File: config.mk
export PLATFORM = sky130hd
export DESIGN_NAME = gate_motor_limit_controller
export DESIGN_NICKNAME = d
export VERILOG_FILES = /design/src/hdl/gml_pkg.sv /design/src/hdl/gml_fifo.sv /design/src/hdl/gml_front.sv /design/src/hdl/gml_back.sv /design/src/hdl/gate_motor_limit_controller.sv
export SDC_FILE = /design/constraint.sdc
export NUM_CORES = 1
export LEC_CHECK = 0
export ABC_AREA = 1
export BUFFER_PORTS_ARGS = -buffer_cell sky130_fd_sc_hd__clkbuf_2
export CORE_MARGIN = 3
export CORE_UTILIZATION = 60
export CTS_CLUSTER_SIZE = 28
export DETAILED_ROUTE_END_ITERATION = 8
export MAX_ROUTING_LAYER = met4
export PLACE_DENSITY = 0.77
export SLEW_MARGIN = 10
export SYNTH_ARGS = -nofsm -noshare
export SYNTH_HDL_FRONTEND = slang
export SYNTH_SLANG_ARGS = --single-unit
File: constraint.sdc
create_clock -name clk -period 3.5 [get_ports clk]
set_input_delay 0 -clock clk [delete_from_list [all_inputs] [get_ports clk]]
set_output_delay 0 -clock clk [all_outputs]
set_load 0.03 [all_outputs]
File: src/hdl/gml_pkg.sv
// ----------------------------------------------------------------------------
// Gate motor limit controller package
// Shared types, codes, reset values and the limit switch debounce function.
// ----------------------------------------------------------------------------
package gml_pkg;

	// Sizing
	localparam int MOTOR_COUNT_DEF = 2;
	localparam int CMD_Q_DEPTH     = 4;
	localparam int RES_Q_DEPTH     = 2;
	localparam int CFG_IDX_W       = 3;
	localparam int CFG_DATA_W      = 8;

	// Item commands / report kinds
	localparam logic [1:0] CMD_TICK  = 2'd0;
	localparam logic [1:0] CMD_START = 2'd1;
	localparam logic [1:0] CMD_STOP  = 2'd2;
	localparam logic [1:0] CMD_QUERY = 2'd3;

	// Motor status
	localparam logic [1:0] ST_STOPPED  = 2'd0;
	localparam logic [1:0] ST_STOPPING = 2'd1;
	localparam logic [1:0] ST_FORWARD  = 2'd2;
	localparam logic [1:0] ST_BACKWARD = 2'd3;

	// Error codes
	localparam logic [1:0] ERR_OK          = 2'd0;
	localparam logic [1:0] ERR_NOT_STOPPED = 2'd1;
	localparam logic [1:0] ERR_UPPER       = 2'd2;
	localparam logic [1:0] ERR_LOWER       = 2'd3;

	// Drive commands
	localparam logic [1:0] DRV_NONE = 2'd0;
	localparam logic [1:0] DRV_FWD  = 2'd1;
	localparam logic [1:0] DRV_BWD  = 2'd2;
	localparam logic [1:0] DRV_STOP = 2'd3;

	// Register indexes
	localparam logic [CFG_IDX_W-1:0] CFG_READ_WINDOW  = 3'd0;
	localparam logic [CFG_IDX_W-1:0] CFG_STABLE_COUNT = 3'd1;
	localparam logic [CFG_IDX_W-1:0] CFG_STOP_DELAY   = 3'd2;
	localparam logic [CFG_IDX_W-1:0] CFG_DRIVE_DUTY   = 3'd3;

	// Register reset values
	localparam logic [3:0] READ_WINDOW_RST  = 4'd10;
	localparam logic [3:0] STABLE_COUNT_RST = 4'd8;
	localparam logic [7:0] STOP_DELAY_RST   = 8'd200;

	typedef struct packed {
		logic [3:0] read_window;
		logic [3:0] stable_count;
		logic [7:0] stop_delay;
	} cfg_t;

	// Classified item as it travels from front end to back end
	typedef struct packed {
		logic [1:0] cmd;
		logic       motor;
		logic       motor_ok;
		logic       direction;
		logic [7:0] run_timeout;
		logic       high_pin;
		logic       low_pin;
	} cmd_item_t;

	typedef struct packed {
		logic [1:0] report_kind;
		logic       report_motor;
		logic       report_direction;
		logic [1:0] error_code;
		logic [1:0] motor_state;
		logic       upper_reached;
		logic       lower_reached;
		logic [1:0] drive_cmd;
		logic [7:0] drive_timeout;
	} result_t;

	typedef struct packed {
		logic       reached;
		logic [3:0] samples;
		logic [3:0] idles;
		logic [3:0] reaches;
	} sw_t;

	typedef struct packed {
		sw_t  sw;
		logic newly;
	} deb_t;

	// One sample into a switch's window; newly flags a fresh reach
	function automatic deb_t debounce(sw_t s, logic level, logic [3:0] window,
	                                  logic [3:0] stable);
		deb_t r;
		r.sw         = s;
		r.newly      = 1'b0;
		r.sw.samples = s.samples + 4'd1;
		if (level) begin
			r.sw.reaches = s.reaches + 4'd1;
		end else begin
			r.sw.idles = s.idles + 4'd1;
		end
		if (r.sw.samples >= window) begin
			if (r.sw.idles >= stable) begin
				r.sw.reached = 1'b0;
			end else if (r.sw.reaches >= stable) begin
				r.newly      = ~s.reached;
				r.sw.reached = 1'b1;
			end
			r.sw.samples = 4'd0;
			r.sw.idles   = 4'd0;
			r.sw.reaches = 4'd0;
		end
		return r;
	endfunction

endpackage

File: src/hdl/gml_fifo.sv
// ----------------------------------------------------------------------------
// Small synchronous queue
// Register-based first-word-fall-through queue with full and empty flags.
// ----------------------------------------------------------------------------
module gml_fifo #(
	parameter int WIDTH = 8,
	parameter int DEPTH = 4
) (
	input  logic             clk,
	input  logic             arst_n,
	input  logic             wr_en,
	input  logic [WIDTH-1:0] wr_data,
	output logic             full,
	input  logic             rd_en,
	output logic [WIDTH-1:0] rd_data,
	output logic             empty
);

	localparam int AW = (DEPTH > 1) ? $clog2(DEPTH) : 1;

	logic [WIDTH-1:0] mem_q [DEPTH];
	logic [AW-1:0]    wr_ptr_q;
	logic [AW-1:0]    rd_ptr_q;
	logic [AW:0]      count_q;

	assign full    = (count_q == (AW+1)'(DEPTH));
	assign empty   = (count_q == '0);
	assign rd_data = mem_q[rd_ptr_q];

	always_ff @(posedge clk or negedge arst_n) begin
		if (!arst_n) begin
			wr_ptr_q <= '0;
			rd_ptr_q <= '0;
			count_q  <= '0;
		end else begin
			if (wr_en) begin
				wr_ptr_q <= (wr_ptr_q == AW'(DEPTH-1)) ? '0 : wr_ptr_q + 1'b1;
			end
			if (rd_en) begin
				rd_ptr_q <= (rd_ptr_q == AW'(DEPTH-1)) ? '0 : rd_ptr_q + 1'b1;
			end
			case ({wr_en, rd_en})
				2'b10:   count_q <= count_q + 1'b1;
				2'b01:   count_q <= count_q - 1'b1;
				default: count_q <= count_q;
			endcase
		end
	end

	always_ff @(posedge clk) begin
		if (wr_en) begin
			mem_q[wr_ptr_q] <= wr_data;
		end
	end

	a_no_overflow: assert property (@(posedge clk) disable iff (!arst_n)
		full |-> !wr_en || rd_en)
		else $error("queue written while full");
	a_no_underflow: assert property (@(posedge clk) disable iff (!arst_n)
		empty |-> !rd_en)
		else $error("queue read while empty");
	a_count_step: assert property (@(posedge clk) disable iff (!arst_n)
		(wr_en && !rd_en) |=> count_q == $past(count_q) + 1'b1)
		else $error("queue count did not advance on a write");

endmodule

File: src/hdl/gml_front.sv
// ----------------------------------------------------------------------------
// Front end
// Accepts items, checks the motor number and hands classified items to the
// command queue.
// ----------------------------------------------------------------------------
module gml_front #(
	parameter int MOTOR_COUNT = gml_pkg::MOTOR_COUNT_DEF
) (
	input  logic               clk,
	input  logic               arst_n,
	input  logic               push,
	output logic               full,
	input  logic [1:0]         cmd,
	input  logic               motor,
	input  logic               direction,
	input  logic [7:0]         run_timeout,
	input  logic               high_pin,
	input  logic               low_pin,
	input  logic               q_full,
	output logic               q_push,
	output gml_pkg::cmd_item_t q_item
);

	logic               valid_s1;
	gml_pkg::cmd_item_t item_s1;
	logic               accept;

	assign full   = valid_s1 & q_full;
	assign accept = push & ~full;
	assign q_push = valid_s1 & ~q_full;
	assign q_item = item_s1;

	always_ff @(posedge clk or negedge arst_n) begin
		if (!arst_n) begin
			valid_s1 <= 1'b0;
		end else if (accept) begin
			valid_s1 <= 1'b1;
		end else if (q_push) begin
			valid_s1 <= 1'b0;
		end
	end

	always_ff @(posedge clk) begin
		if (accept) begin
			item_s1.cmd         <= cmd;
			item_s1.motor       <= motor;
			item_s1.motor_ok    <= (int'(motor) < MOTOR_COUNT);
			item_s1.direction   <= direction;
			item_s1.run_timeout <= run_timeout;
			item_s1.high_pin    <= high_pin;
			item_s1.low_pin     <= low_pin;
		end
	end

endmodule

File: src/hdl/gml_back.sv
// ----------------------------------------------------------------------------
// Back end
// Carries out ticks and commands against per-motor state as a
// read-modify-write and pushes one result per item.
// ----------------------------------------------------------------------------
module gml_back #(
	parameter int MOTOR_COUNT = gml_pkg::MOTOR_COUNT_DEF
) (
	input  logic               clk,
	input  logic               arst_n,
	input  gml_pkg::cfg_t      cfg,
	input  logic               q_empty,
	input  gml_pkg::cmd_item_t q_item,
	output logic               q_pop,
	input  logic               res_full,
	output logic               res_push,
	output gml_pkg::result_t   res
);

	localparam int IDX_W = (MOTOR_COUNT > 1) ? $clog2(MOTOR_COUNT) : 1;

	logic [1:0]   status_q [MOTOR_COUNT];
	logic [7:0]   countdown_q [MOTOR_COUNT];
	gml_pkg::sw_t upper_q [MOTOR_COUNT];
	gml_pkg::sw_t lower_q [MOTOR_COUNT];

	logic [IDX_W-1:0] idx;
	logic             upd;
	logic [1:0]       nxt_st;
	logic [7:0]       nxt_cd;
	gml_pkg::sw_t     nxt_up;
	gml_pkg::sw_t     nxt_lo;
	gml_pkg::deb_t    deb_up;
	gml_pkg::deb_t    deb_lo;
	logic [1:0]       err;
	logic [1:0]       drive;
	logic [7:0]       dtmo;

	assign q_pop    = ~q_empty & ~res_full;
	assign res_push = q_pop;
	assign idx      = IDX_W'(q_item.motor);
	assign upd      = q_pop & q_item.motor_ok;

	always_comb begin
		nxt_st = status_q[idx];
		nxt_cd = countdown_q[idx];
		nxt_up = upper_q[idx];
		nxt_lo = lower_q[idx];
		err    = gml_pkg::ERR_OK;
		drive  = gml_pkg::DRV_NONE;
		dtmo   = 8'd0;
		deb_up = gml_pkg::debounce(upper_q[idx], q_item.high_pin,
		                           cfg.read_window, cfg.stable_count);
		deb_lo = gml_pkg::debounce(lower_q[idx], q_item.low_pin,
		                           cfg.read_window, cfg.stable_count);
		if (q_item.motor_ok) begin
			case (q_item.cmd)
				gml_pkg::CMD_TICK: begin
					if (nxt_st == gml_pkg::ST_STOPPING) begin
						if (nxt_cd <= 8'd1) begin
							nxt_cd = 8'd0;
							nxt_st = gml_pkg::ST_STOPPED;
						end else begin
							nxt_cd = nxt_cd - 8'd1;
						end
					end
					nxt_up = deb_up.sw;
					nxt_lo = deb_lo.sw;
					// upper switch first, then lower
					if (deb_up.newly && nxt_st == gml_pkg::ST_FORWARD) begin
						nxt_st = gml_pkg::ST_STOPPING;
						nxt_cd = cfg.stop_delay;
						drive  = gml_pkg::DRV_STOP;
					end
					if (deb_lo.newly && nxt_st == gml_pkg::ST_BACKWARD) begin
						nxt_st = gml_pkg::ST_STOPPING;
						nxt_cd = cfg.stop_delay;
						drive  = gml_pkg::DRV_STOP;
					end
				end
				gml_pkg::CMD_START: begin
					if (nxt_st != gml_pkg::ST_STOPPED) begin
						err = gml_pkg::ERR_NOT_STOPPED;
					end else if (!q_item.direction) begin
						if (nxt_up.reached) begin
							err = gml_pkg::ERR_UPPER;
						end else begin
							nxt_st = gml_pkg::ST_FORWARD;
							drive  = gml_pkg::DRV_FWD;
							dtmo   = q_item.run_timeout;
						end
					end else begin
						if (nxt_lo.reached) begin
							err = gml_pkg::ERR_LOWER;
						end else begin
							nxt_st = gml_pkg::ST_BACKWARD;
							drive  = gml_pkg::DRV_BWD;
							dtmo   = q_item.run_timeout;
						end
					end
				end
				gml_pkg::CMD_STOP: begin
					if (nxt_st == gml_pkg::ST_FORWARD || nxt_st == gml_pkg::ST_BACKWARD) begin
						nxt_st = gml_pkg::ST_STOPPING;
						nxt_cd = cfg.stop_delay;
						drive  = gml_pkg::DRV_STOP;
					end
				end
				default: begin
				end
			endcase
		end else if (q_item.cmd == gml_pkg::CMD_START) begin
			err = gml_pkg::ERR_NOT_STOPPED;
		end
	end

	always_comb begin
		res.report_kind      = q_item.cmd;
		res.report_motor     = q_item.motor;
		res.report_direction = (q_item.cmd == gml_pkg::CMD_START) ? q_item.direction : 1'b0;
		res.error_code       = err;
		res.motor_state      = q_item.motor_ok ? nxt_st : gml_pkg::ST_STOPPED;
		res.upper_reached    = q_item.motor_ok & nxt_up.reached;
		res.lower_reached    = q_item.motor_ok & nxt_lo.reached;
		res.drive_cmd        = drive;
		res.drive_timeout    = dtmo;
	end

	always_ff @(posedge clk or negedge arst_n) begin
		if (!arst_n) begin
			for (int i = 0; i < MOTOR_COUNT; i++) begin
				status_q[i]    <= gml_pkg::ST_STOPPED;
				countdown_q[i] <= 8'd0;
				upper_q[i]     <= '0;
				lower_q[i]     <= '0;
			end
		end else if (upd) begin
			status_q[idx]    <= nxt_st;
			countdown_q[idx] <= nxt_cd;
			upper_q[idx]     <= nxt_up;
			lower_q[idx]     <= nxt_lo;
		end
	end

	for (genvar g = 0; g < MOTOR_COUNT; g++) begin : g_chk
		a_countdown_idle: assert property (@(posedge clk) disable iff (!arst_n)
			status_q[g] != gml_pkg::ST_STOPPING |-> countdown_q[g] == 8'd0)
			else $error("stop countdown running outside stopping");
	end

	a_stop_drive: assert property (@(posedge clk) disable iff (!arst_n)
		res_push && res.drive_cmd == gml_pkg::DRV_STOP
		|-> res.motor_state == gml_pkg::ST_STOPPING)
		else $error("stop drive without stopping status");
	a_run_drive: assert property (@(posedge clk) disable iff (!arst_n)
		res_push && (res.drive_cmd == gml_pkg::DRV_FWD || res.drive_cmd == gml_pkg::DRV_BWD)
		|-> res.report_kind == gml_pkg::CMD_START && res.error_code == gml_pkg::ERR_OK)
		else $error("run drive outside an accepted start");
	a_bad_motor: assert property (@(posedge clk) disable iff (!arst_n)
		res_push && !q_item.motor_ok
		|-> res.motor_state == gml_pkg::ST_STOPPED && res.drive_cmd == gml_pkg::DRV_NONE)
		else $error("unknown motor produced a state or drive");

endmodule

File: src/hdl/gate_motor_limit_controller.sv
// ----------------------------------------------------------------------------
// Gate motor limit controller
// Debounces limit switches and runs start, stop and query commands for a
// set of gate motors.
// ----------------------------------------------------------------------------
// Path: push -> front stage -> command queue -> back end -> result queue.
// Throughput: one item per cycle while the result queue has room, set by
// the per-motor read-modify-write of status, countdown and switch counters.
// Reset: queues empty, all motors stopped, switches idle, counts zero,
// registers at read_window 10, stable_count 8, stop_delay 200.
module gate_motor_limit_controller #(
	parameter int MOTOR_COUNT = gml_pkg::MOTOR_COUNT_DEF
) (
	input  logic                           clk,
	input  logic                           arst_n,
	input  logic                           push,
	output logic                           full,
	input  logic [1:0]                     cmd,
	input  logic                           motor,
	input  logic                           direction,
	input  logic [7:0]                     run_timeout,
	input  logic                           high_pin,
	input  logic                           low_pin,
	output logic                           empty,
	input  logic                           pop,
	output logic [1:0]                     report_kind,
	output logic                           report_motor,
	output logic                           report_direction,
	output logic [1:0]                     error_code,
	output logic [1:0]                     motor_state,
	output logic                           upper_reached,
	output logic                           lower_reached,
	output logic [1:0]                     drive_cmd,
	output logic [7:0]                     drive_timeout,
	input  logic                           cfg_valid,
	output logic                           cfg_ready,
	input  logic [gml_pkg::CFG_IDX_W-1:0]  cfg_index,
	input  logic [gml_pkg::CFG_DATA_W-1:0] cfg_data
);

	localparam int ITEM_W = $bits(gml_pkg::cmd_item_t);
	localparam int RES_W  = $bits(gml_pkg::result_t);

	gml_pkg::cfg_t      cfg_q;
	logic               cq_push;
	logic               cq_full;
	logic               cq_pop;
	logic               cq_empty;
	gml_pkg::cmd_item_t cq_wr_item;
	gml_pkg::cmd_item_t cq_rd_item;
	logic               rq_push;
	logic               rq_full;
	gml_pkg::result_t   rq_wr;
	gml_pkg::result_t   rq_rd;

	assign cfg_ready = 1'b1;

	always_ff @(posedge clk or negedge arst_n) begin
		if (!arst_n) begin
			cfg_q.read_window  <= gml_pkg::READ_WINDOW_RST;
			cfg_q.stable_count <= gml_pkg::STABLE_COUNT_RST;
			cfg_q.stop_delay   <= gml_pkg::STOP_DELAY_RST;
		end else if (cfg_valid) begin
			case (cfg_index)
				gml_pkg::CFG_READ_WINDOW:  cfg_q.read_window  <= cfg_data[3:0];
				gml_pkg::CFG_STABLE_COUNT: cfg_q.stable_count <= cfg_data[3:0];
				gml_pkg::CFG_STOP_DELAY:   cfg_q.stop_delay   <= cfg_data;
				// duty feeds no result field; take the beat and drop it
				gml_pkg::CFG_DRIVE_DUTY:   cfg_q <= cfg_q;
				default:                   cfg_q <= cfg_q;
			endcase
		end
	end

	gml_front #(
		.MOTOR_COUNT(MOTOR_COUNT)
	) u_front (
		.clk        (clk),
		.arst_n     (arst_n),
		.push       (push),
		.full       (full),
		.cmd        (cmd),
		.motor      (motor),
		.direction  (direction),
		.run_timeout(run_timeout),
		.high_pin   (high_pin),
		.low_pin    (low_pin),
		.q_full     (cq_full),
		.q_push     (cq_push),
		.q_item     (cq_wr_item)
	);

	gml_fifo #(
		.WIDTH(ITEM_W),
		.DEPTH(gml_pkg::CMD_Q_DEPTH)
	) u_cmd_q (
		.clk    (clk),
		.arst_n (arst_n),
		.wr_en  (cq_push),
		.wr_data(cq_wr_item),
		.full   (cq_full),
		.rd_en  (cq_pop),
		.rd_data(cq_rd_item),
		.empty  (cq_empty)
	);

	gml_back #(
		.MOTOR_COUNT(MOTOR_COUNT)
	) u_back (
		.clk     (clk),
		.arst_n  (arst_n),
		.cfg     (cfg_q),
		.q_empty (cq_empty),
		.q_item  (cq_rd_item),
		.q_pop   (cq_pop),
		.res_full(rq_full),
		.res_push(rq_push),
		.res     (rq_wr)
	);

	gml_fifo #(
		.WIDTH(RES_W),
		.DEPTH(gml_pkg::RES_Q_DEPTH)
	) u_res_q (
		.clk    (clk),
		.arst_n (arst_n),
		.wr_en  (rq_push),
		.wr_data(rq_wr),
		.full   (rq_full),
		.rd_en  (pop & ~empty),
		.rd_data(rq_rd),
		.empty  (empty)
	);

	assign report_kind      = rq_rd.report_kind;
	assign report_motor     = rq_rd.report_motor;
	assign report_direction = rq_rd.report_direction;
	assign error_code       = rq_rd.error_code;
	assign motor_state      = rq_rd.motor_state;
	assign upper_reached    = rq_rd.upper_reached;
	assign lower_reached    = rq_rd.lower_reached;
	assign drive_cmd        = rq_rd.drive_cmd;
	assign drive_timeout    = rq_rd.drive_timeout;

endmodule
Word-level counts from Yosys, hierarchy flattened
Memories as Yosys holds them, arrays and structs flattened.
Index checks and enable logic that the tools add are counted.
Storage, ports and cells
  bits in registers: 114
  bits in writable memories: 96
  input bits: 30
  output and inout port bits: 23
  memories: 2
Operators by class
  $add $sub $neg: 15
  $lt $le $gt $ge: 9
  equal/unequal tests: 17
  muxes and demuxes: 98
  bitwise operators: 16
  reductions and logical operators: 15
Memory list
  u_cmd_q.mem_q: words 4, bits a word 14, rd ports 1, clocked after memory_dff 0, wr ports 1, RTL line gml_fifo.sv:21  | logic [WIDTH-1:0] mem_q [DEPTH];
  u_res_q.mem_q: words 2, bits a word 20, rd ports 1, clocked after memory_dff 0, wr ports 1, RTL line gml_fifo.sv:21
Operators by type and width (number)
  2-to-1 mux 13 bit: 11
  2-to-1 mux 8 bit: 16
  2-to-1 mux 2 bit: 34
  bitwise mux 26 bit: 2
  2-to-1 mux 14 bit: 2
  adder 4 x 1 -> 4 bit (second input constant): 6
  >= comparator 4 bit: 6
  == test 2 bit (second input constant): 10
  2-to-1 mux 1 bit: 19
  bitwise mux 16 bit: 1
  2-to-1 mux 4 bit: 4
  case mux 8 bit (2 select lines): 1
  demux 13 bit (select 1 bit): 1
  case mux 2 bit (3 select lines): 2
  demux 8 bit (select 1 bit): 1
  == test 2 x 1 -> 1 bit (second input constant): 4
  <= comparator 8 x 1 -> 1 bit (second input constant): 1
  nonzero test 2 bit: 4
  subtractor 8 x 1 -> 8 bit (second input constant): 1
  NOT 1 bit: 7
  adder 2 x 1 -> 2 bit (second input constant): 3
  zero test 3 bit: 2
  case mux 3 bit (2 select lines): 1
  AND reduction 2 bit: 3
  other kinds (19): 28

Depth between registers and ports, before layout
An unclocked memory read counts as a cell.
  depth after elaboration: 21
  depth in mapped cells: 29
  depth with buffers taken out: 27

Cells and area by module
From an unflattened synthesis, not the netlist that was laid out.
Second synthesis, totals
  cells, all modules: 1318
  area, all modules: 11307.1 um^2
By module, submodules not included
  gml_back: times used 1, cells each 858, area each 5557.8 um^2, sequential area each 1801.7 um^2
  gml_fifo at u_cmd_q: times used 1, cells each 229, area each 2880.3 um^2, sequential area each 1976.9 um^2
  gml_fifo at u_res_q: times used 1, cells each 128, area each 1679.1 um^2, sequential area each 1301.2 um^2
  gate_motor_limit_controller: times used 1, cells each 79, area each 705.7 um^2, sequential area each 407.9 um^2
  gml_front: times used 1, cells each 24, area each 484.2 um^2, sequential area each 445.4 um^2

Worst setup path before layout
No wires, ideal clock.
  path kind: reg-to-reg
  start point: register u_cmd_q.rd_ptr_q[0]
  end point: memory u_res_q.mem_q[0][13] in the netlist's numbering (data pin)
  arrival time: 2.925 ns
  data required time: 3.230 ns
  slack: 0.305 ns
  stages on the path, launching flop included: 25
  path buffers: 2
  period minus slack after synthesis: 3.195 ns
  path through: dfrtp_1 > inv_2 > nand2_1 > nand3_2 > nand2_4 > buf_8 > buf_6 > o21ai_1 > inv_1 > ha_1 > inv_1 > o21a_1 > inv_1 > ha_1 > inv_1 > o21bai_1 > nand3_1 > nand3_1 > nand2_1 > nor2_1 > nand2_1 > nand2_4 > nor2_1 > o21ai_1 > nand2_1
RTL lines
  start, declared: RTL line gml_fifo.sv:23  | logic [AW-1:0] rd_ptr_q;
  start signal, assigned: RTL line gml_fifo.sv:40  | rd_ptr_q <= (rd_ptr_q == AW'(DEPTH-1)) ? '0 : rd_ptr_q + 1'b1;
  end, declared: RTL line gml_fifo.sv:21

Final worst setup path
  start point: register u_cmd_q.rd_ptr_q[0]
  end point: register u_back.status_q[3] in the netlist's numbering
Between the ends
  longest elaborated chain between the ends: 21
  elaborated cells on any way between the ends: 72
  those cells by class: 6 x add/sub; 9 x order compare; 7 x eq/ne; 40 x mux; 3 x bitwise; 6 x reduce/logical; 1 x memory
Ends and longest elaborated chain
  memory read (4 x 14 bit) (*)
  NOT 1 -> 2 bit (implied by the code)
  2-to-1 mux 13 bit (implied by the code) or 2-to-1 mux 8 bit (tied branches) (3 in a row): RTL line gml_back.sv:47, gml_back.sv:52, gml_back.sv:46
  adder 4 x 1 -> 4 bit or <= comparator 8 x 1 -> 1 bit (tied branches): RTL line gml_pkg.sv:98, gml_back.sv:60
  2-to-1 mux 4 bit or 2-to-1 mux 2 bit (tied branches): RTL line gml_pkg.sv:97, gml_back.sv:60
  >= comparator 4 bit or 2-to-1 mux 2 bit (tied branches): RTL line gml_pkg.sv:105, gml_back.sv:59
  2-to-1 mux 1 bit or 2-to-1 mux 2 bit (tied branches): RTL line gml_pkg.sv:105, gml_back.sv:57
  2-to-1 mux 1 bit or 2-to-1 mux 2 bit (tied branches): RTL line gml_pkg.sv:103, gml_back.sv:56
  [... 3 more ...]
  2-to-1 mux 2 bit: RTL line gml_back.sv:57  | case (q_item.cmd)
  2-to-1 mux 2 bit: RTL line gml_back.sv:56  | if (q_item.motor_ok) begin
  == test 2 bit: RTL line gml_back.sv:75  | if (deb_lo.newly && nxt_st == gml_pkg::ST_BACKWARD) begin
  logical AND 1 bit: RTL line gml_back.sv:75
  2-to-1 mux 2 bit: RTL line gml_back.sv:75
  case mux 2 bit (3 select lines): RTL line gml_back.sv:57
  2-to-1 mux 2 bit: RTL line gml_back.sv:56
  bitwise mux 4 bit (*): RTL line gml_back.sv:138  | status_q[idx] <= nxt_st;
  end signal, assigned by index: RTL line gml_back.sv:132  | status_q[i] <= gml_pkg::ST_STOPPED;
  end signal, assigned by index: RTL line gml_back.sv:138
  end, declared: RTL line gml_back.sv:22  | logic [1:0] status_q [MOTOR_COUNT];
Mark *: on every way between the ends. The rest lies on a longest branch, timed or not. The select of a mux whose other input is x is not followed.
A chain may end at the register's enable or synchronous reset.

==> results.cfg <==
[global_route]
grt_antenna_before_repair = 0
overflow = 0
grt_pass1_vias = 8089
grt_usage_pct = 25.6
grt_max_degree = 72
grt_pass1_wl_um = 39500

[clock_tree]
h-tree-depth = 1
cts_tree = done
clock_latency_ns = 0.51
root_buffer = clkbuf_16
path_clk_slew_ns = 0.06
clockBufferDepth = 3
clock-sinks = 210
cts_buffers = 22

[timing]
finalHoldViolations = 0
rsz0062_at_grt = true
fmax_mhz = 276
finalWorstSetupSlack_ns = -0.125
tightestPinTransition_ns = 1.00
holdWs_ns = 0.122
setup-violations-final = 22
post-route-min-period_ns = 3.62
slew_headroom_pct = 33.1
period_share_pct = 104
maxSlewViolCount = 0
finClkSkew_ns = 0.00936
fin_setup_tns_ns = -1.87

[drt]
dr_total_vias = 8592
detail_route.vias_per_cell = 5.57
drt_wl_total_um = 25600
drtAntennaViolNets = 0
drc = 0
wl_per_cell_um = 16.6
drt_first_iter_violations = 909
dr.pass1.iters = 5

[run]
maxCapViolCount = 0

[placed_design]
hpwl_um = 15500
place.gp.congestion = 0.924
io_buffer_count = 51

[die]
die_w_um = 139
fp.coreArea_mm2 = 0.0174
die_area_mm2 = 0.0194
start_util_pct = 61.4
rows = 48
fp.dieH_um = 139
boundaryPins = 53

[min_path]
hold_path_class = primary input to flip-flop

[cells_and_area]
regArea_mm2 = 0.00581
fin_nets = 1372
multi_input_area_mm2 = 0.00437
syn_to_final_growth_pct = 20.6
num_antenna_cells = 0
drive_gt1_share_pct = 18.3
fillerInstances = 1209

[yosys]
synth_top_flop_cell = edfxtp_1
syn_area_mm2 = 0.0107
synth_cell_type_count = 45
synthArstFlopShare_pct = 47.6
synth_fp_nets = 1251
synth.area.top_cells = edfxtp_1 31%, dfrtp_1 22%, nand2_1 14%
seq_area_frac_synth_pct = 54.5
synth.avg_cell_area_um2 = 9.02
ys_seq_elements = 210
yosys.area.top_type = edfxtp_1
synth_edf_count = 110
yosysTopAreaCellShare_pct = 31.0
ys_warn_count = 0
syn-instance-count = 1181

[critical_path]
critPathLaunchType = flip-flop
crit_required_ns = 3.87
worstPathArrival_ns = 4.00
cp_max_fo = 7
end_kind = flip-flop
worstSetupPathType = flip-flop to flip-flop

[run_status]
failed_checks = negative setup slack
status = finished, violations left
cell families (layout without fill, tap and decap cells):
family,count (synthesis),in the layout,share of synthesized area [%]
buffers and inverters,182,318,7.10
XOR/XNOR,24,24,1.97
AO/OA/AOI/OAI,165,165,9.70
adder cells (fa/ha/maj),40,40,4.77
multiplexers,4,4,0.423
flip-flops,210,210,54.5
other,1,1,0.0352
AND/OR/NAND/NOR,555,555,21.5
final cells by class:
type	instances	share of cell area (%)
well taps	225	2.19
inverters	142	4.22
clock inverters	9	1.06
repair buffers	136	8.51
clock buffers	30	4.67
flip-flops and latches	210	45.2
multi-input cells	789	34.0
repair inverters	1	0.0584
critical path: stages, from the launching register on:
cell	delay [ns]
dfrtp_1	0.42
inv_2	0.10
nand2_2	0.08
nand3_4	0.09
nand2_8	0.10
buf_12	0.16
nand2_1	0.12
o21ai_2	0.10
inv_1	0.09
ha_1	0.16
inv_1	0.05
nor2_1	0.12
xor2_1	0.23
inv_1	0.08
ha_1	0.29
nand2_1	0.05
inv_1	0.05
nand2_1	0.07
nand3_2	0.11
nand3_2	0.10
nor2_1	0.15
nand3_2	0.11
nand2_4	0.15
nor2_2	0.05
o21ai_1	0.20
nand2_2	0.10
nand2_1	0.07
o21ai_1	0.06
timing repair:
item	in CTS	in global routing
resized for setup	5	67
cloned	1	3
endpoints found under the setup margin	15	66
endpoints found under the hold margin	102	0
hold buffers	34	0
setup buffers	5	17
pin swaps	5	26
layout by cell type, fill, tap and decap left out, types with 13 or more instances in the layout:
| cell type | count |
|---|---|
| a21oi_1 | 34 |
| buf_4 | 43 |
| clkbuf_16 | 24 |
| clkbuf_2 | 50 |
| dfrtp_1 | 94 |
| dlygate4sd3_1 | 34 |
| edfxtp_1 | 110 |
| ha_1 | 37 |
| inv_1 | 129 |
| nand2_1 | 396 |
| nand2_2 | 15 |
| nand3_1 | 61 |
| nor2_1 | 43 |
| o21ai_0 | 56 |
| o21ai_1 | 18 |
| o22ai_1 | 13 |
per-stage QoR:
step / area [µm²] / setup WS, ns / util, % / std cells
global placement: 11200 / 0.119 / 64.5 / 1443
global route: 12800 / -0.324 / 74.0 / 1542
detailed placement: 11200 / -0.0316 / 64.5 / 1443
finish: 12800 / -0.125 / 74.0 / 1542
CTS: 12400 / 0.00853 / 71.2 / 1522
floorplan: 10700 / 0.305 / - / 1181
registers in the layout, indices dropped and copies added (netlist names):
signal              flops
u_back.countdown_q     16
u_back.status_q         4
u_res_q.wr_ptr_q        1
cfg_q                  16
u_res_q.count_q         2
u_front.valid_s1        1
u_cmd_q.count_q         3
u_front.q_item         14
u_back.lower_q         26
u_cmd_q.wr_ptr_q        2
u_res_q.rd_ptr_q        1
u_cmd_q.mem_q          56
u_res_q.mem_q          40
u_cmd_q.rd_ptr_q        2
u_back.upper_q         26
routing by layer:
metal / GRT usage (%) / share of wire [%]
met1: 35.2 / 42
met2: 40.8 / 48
met3: 3.37 / 8.1
met4: 6.59 / 2.3
met5: - / 0
synth_stat cells (2+ instances only):
master / count
clkbuf_1: 18
nand4_1: 5
o21bai_1: 3
dfrtp_1: 94
nand3_1: 69
o21ai_2: 11
o21ai_0: 57
mux2_2: 4
dfstp_2: 6
o22ai_2: 3
nand3b_1: 5
inv_2: 6
nand2_1: 407
a22o_1: 3
a21oi_1: 36
nand2_4: 2
inv_1: 133
a221oi_2: 8
edfxtp_1: 110
nand3_2: 3
buf_6: 5
clkinv_1: 3
buf_1: 2
nor2_1: 50
a31oi_1: 3
o21ai_1: 21
nand2_2: 5
nor2_2: 4
o22ai_1: 15
buf_4: 3
xnor2_1: 13
o21a_1: 2
nor3_1: 2
xor2_1: 11
ha_1: 39
buf_2: 11
final timing paths:
kind	slack [ns]	endpoint	startpoint	depth (start not counted)
worst max-delay path	-0.12	u_back.status_q[3]	u_cmd_q.rd_ptr_q[0]	27
worst min-delay path	0.12	cfg_q[3]	cfg_valid	5
worst max register to register	-0.12	u_back.status_q[3]	u_cmd_q.rd_ptr_q[0]	27
worst min register to register	0.47	u_back.countdown_q[5]	u_back.countdown_q[5]	2
max in group asynchronous	2.33	cfg_q[6]	arst_n	3
min in group asynchronous	0.20	u_back.upper_q[19]	arst_n	2
Power is left out: the tool's default activity adds up to more than one toggle a clock period on the data nets, which glitch-free logic cannot reach.
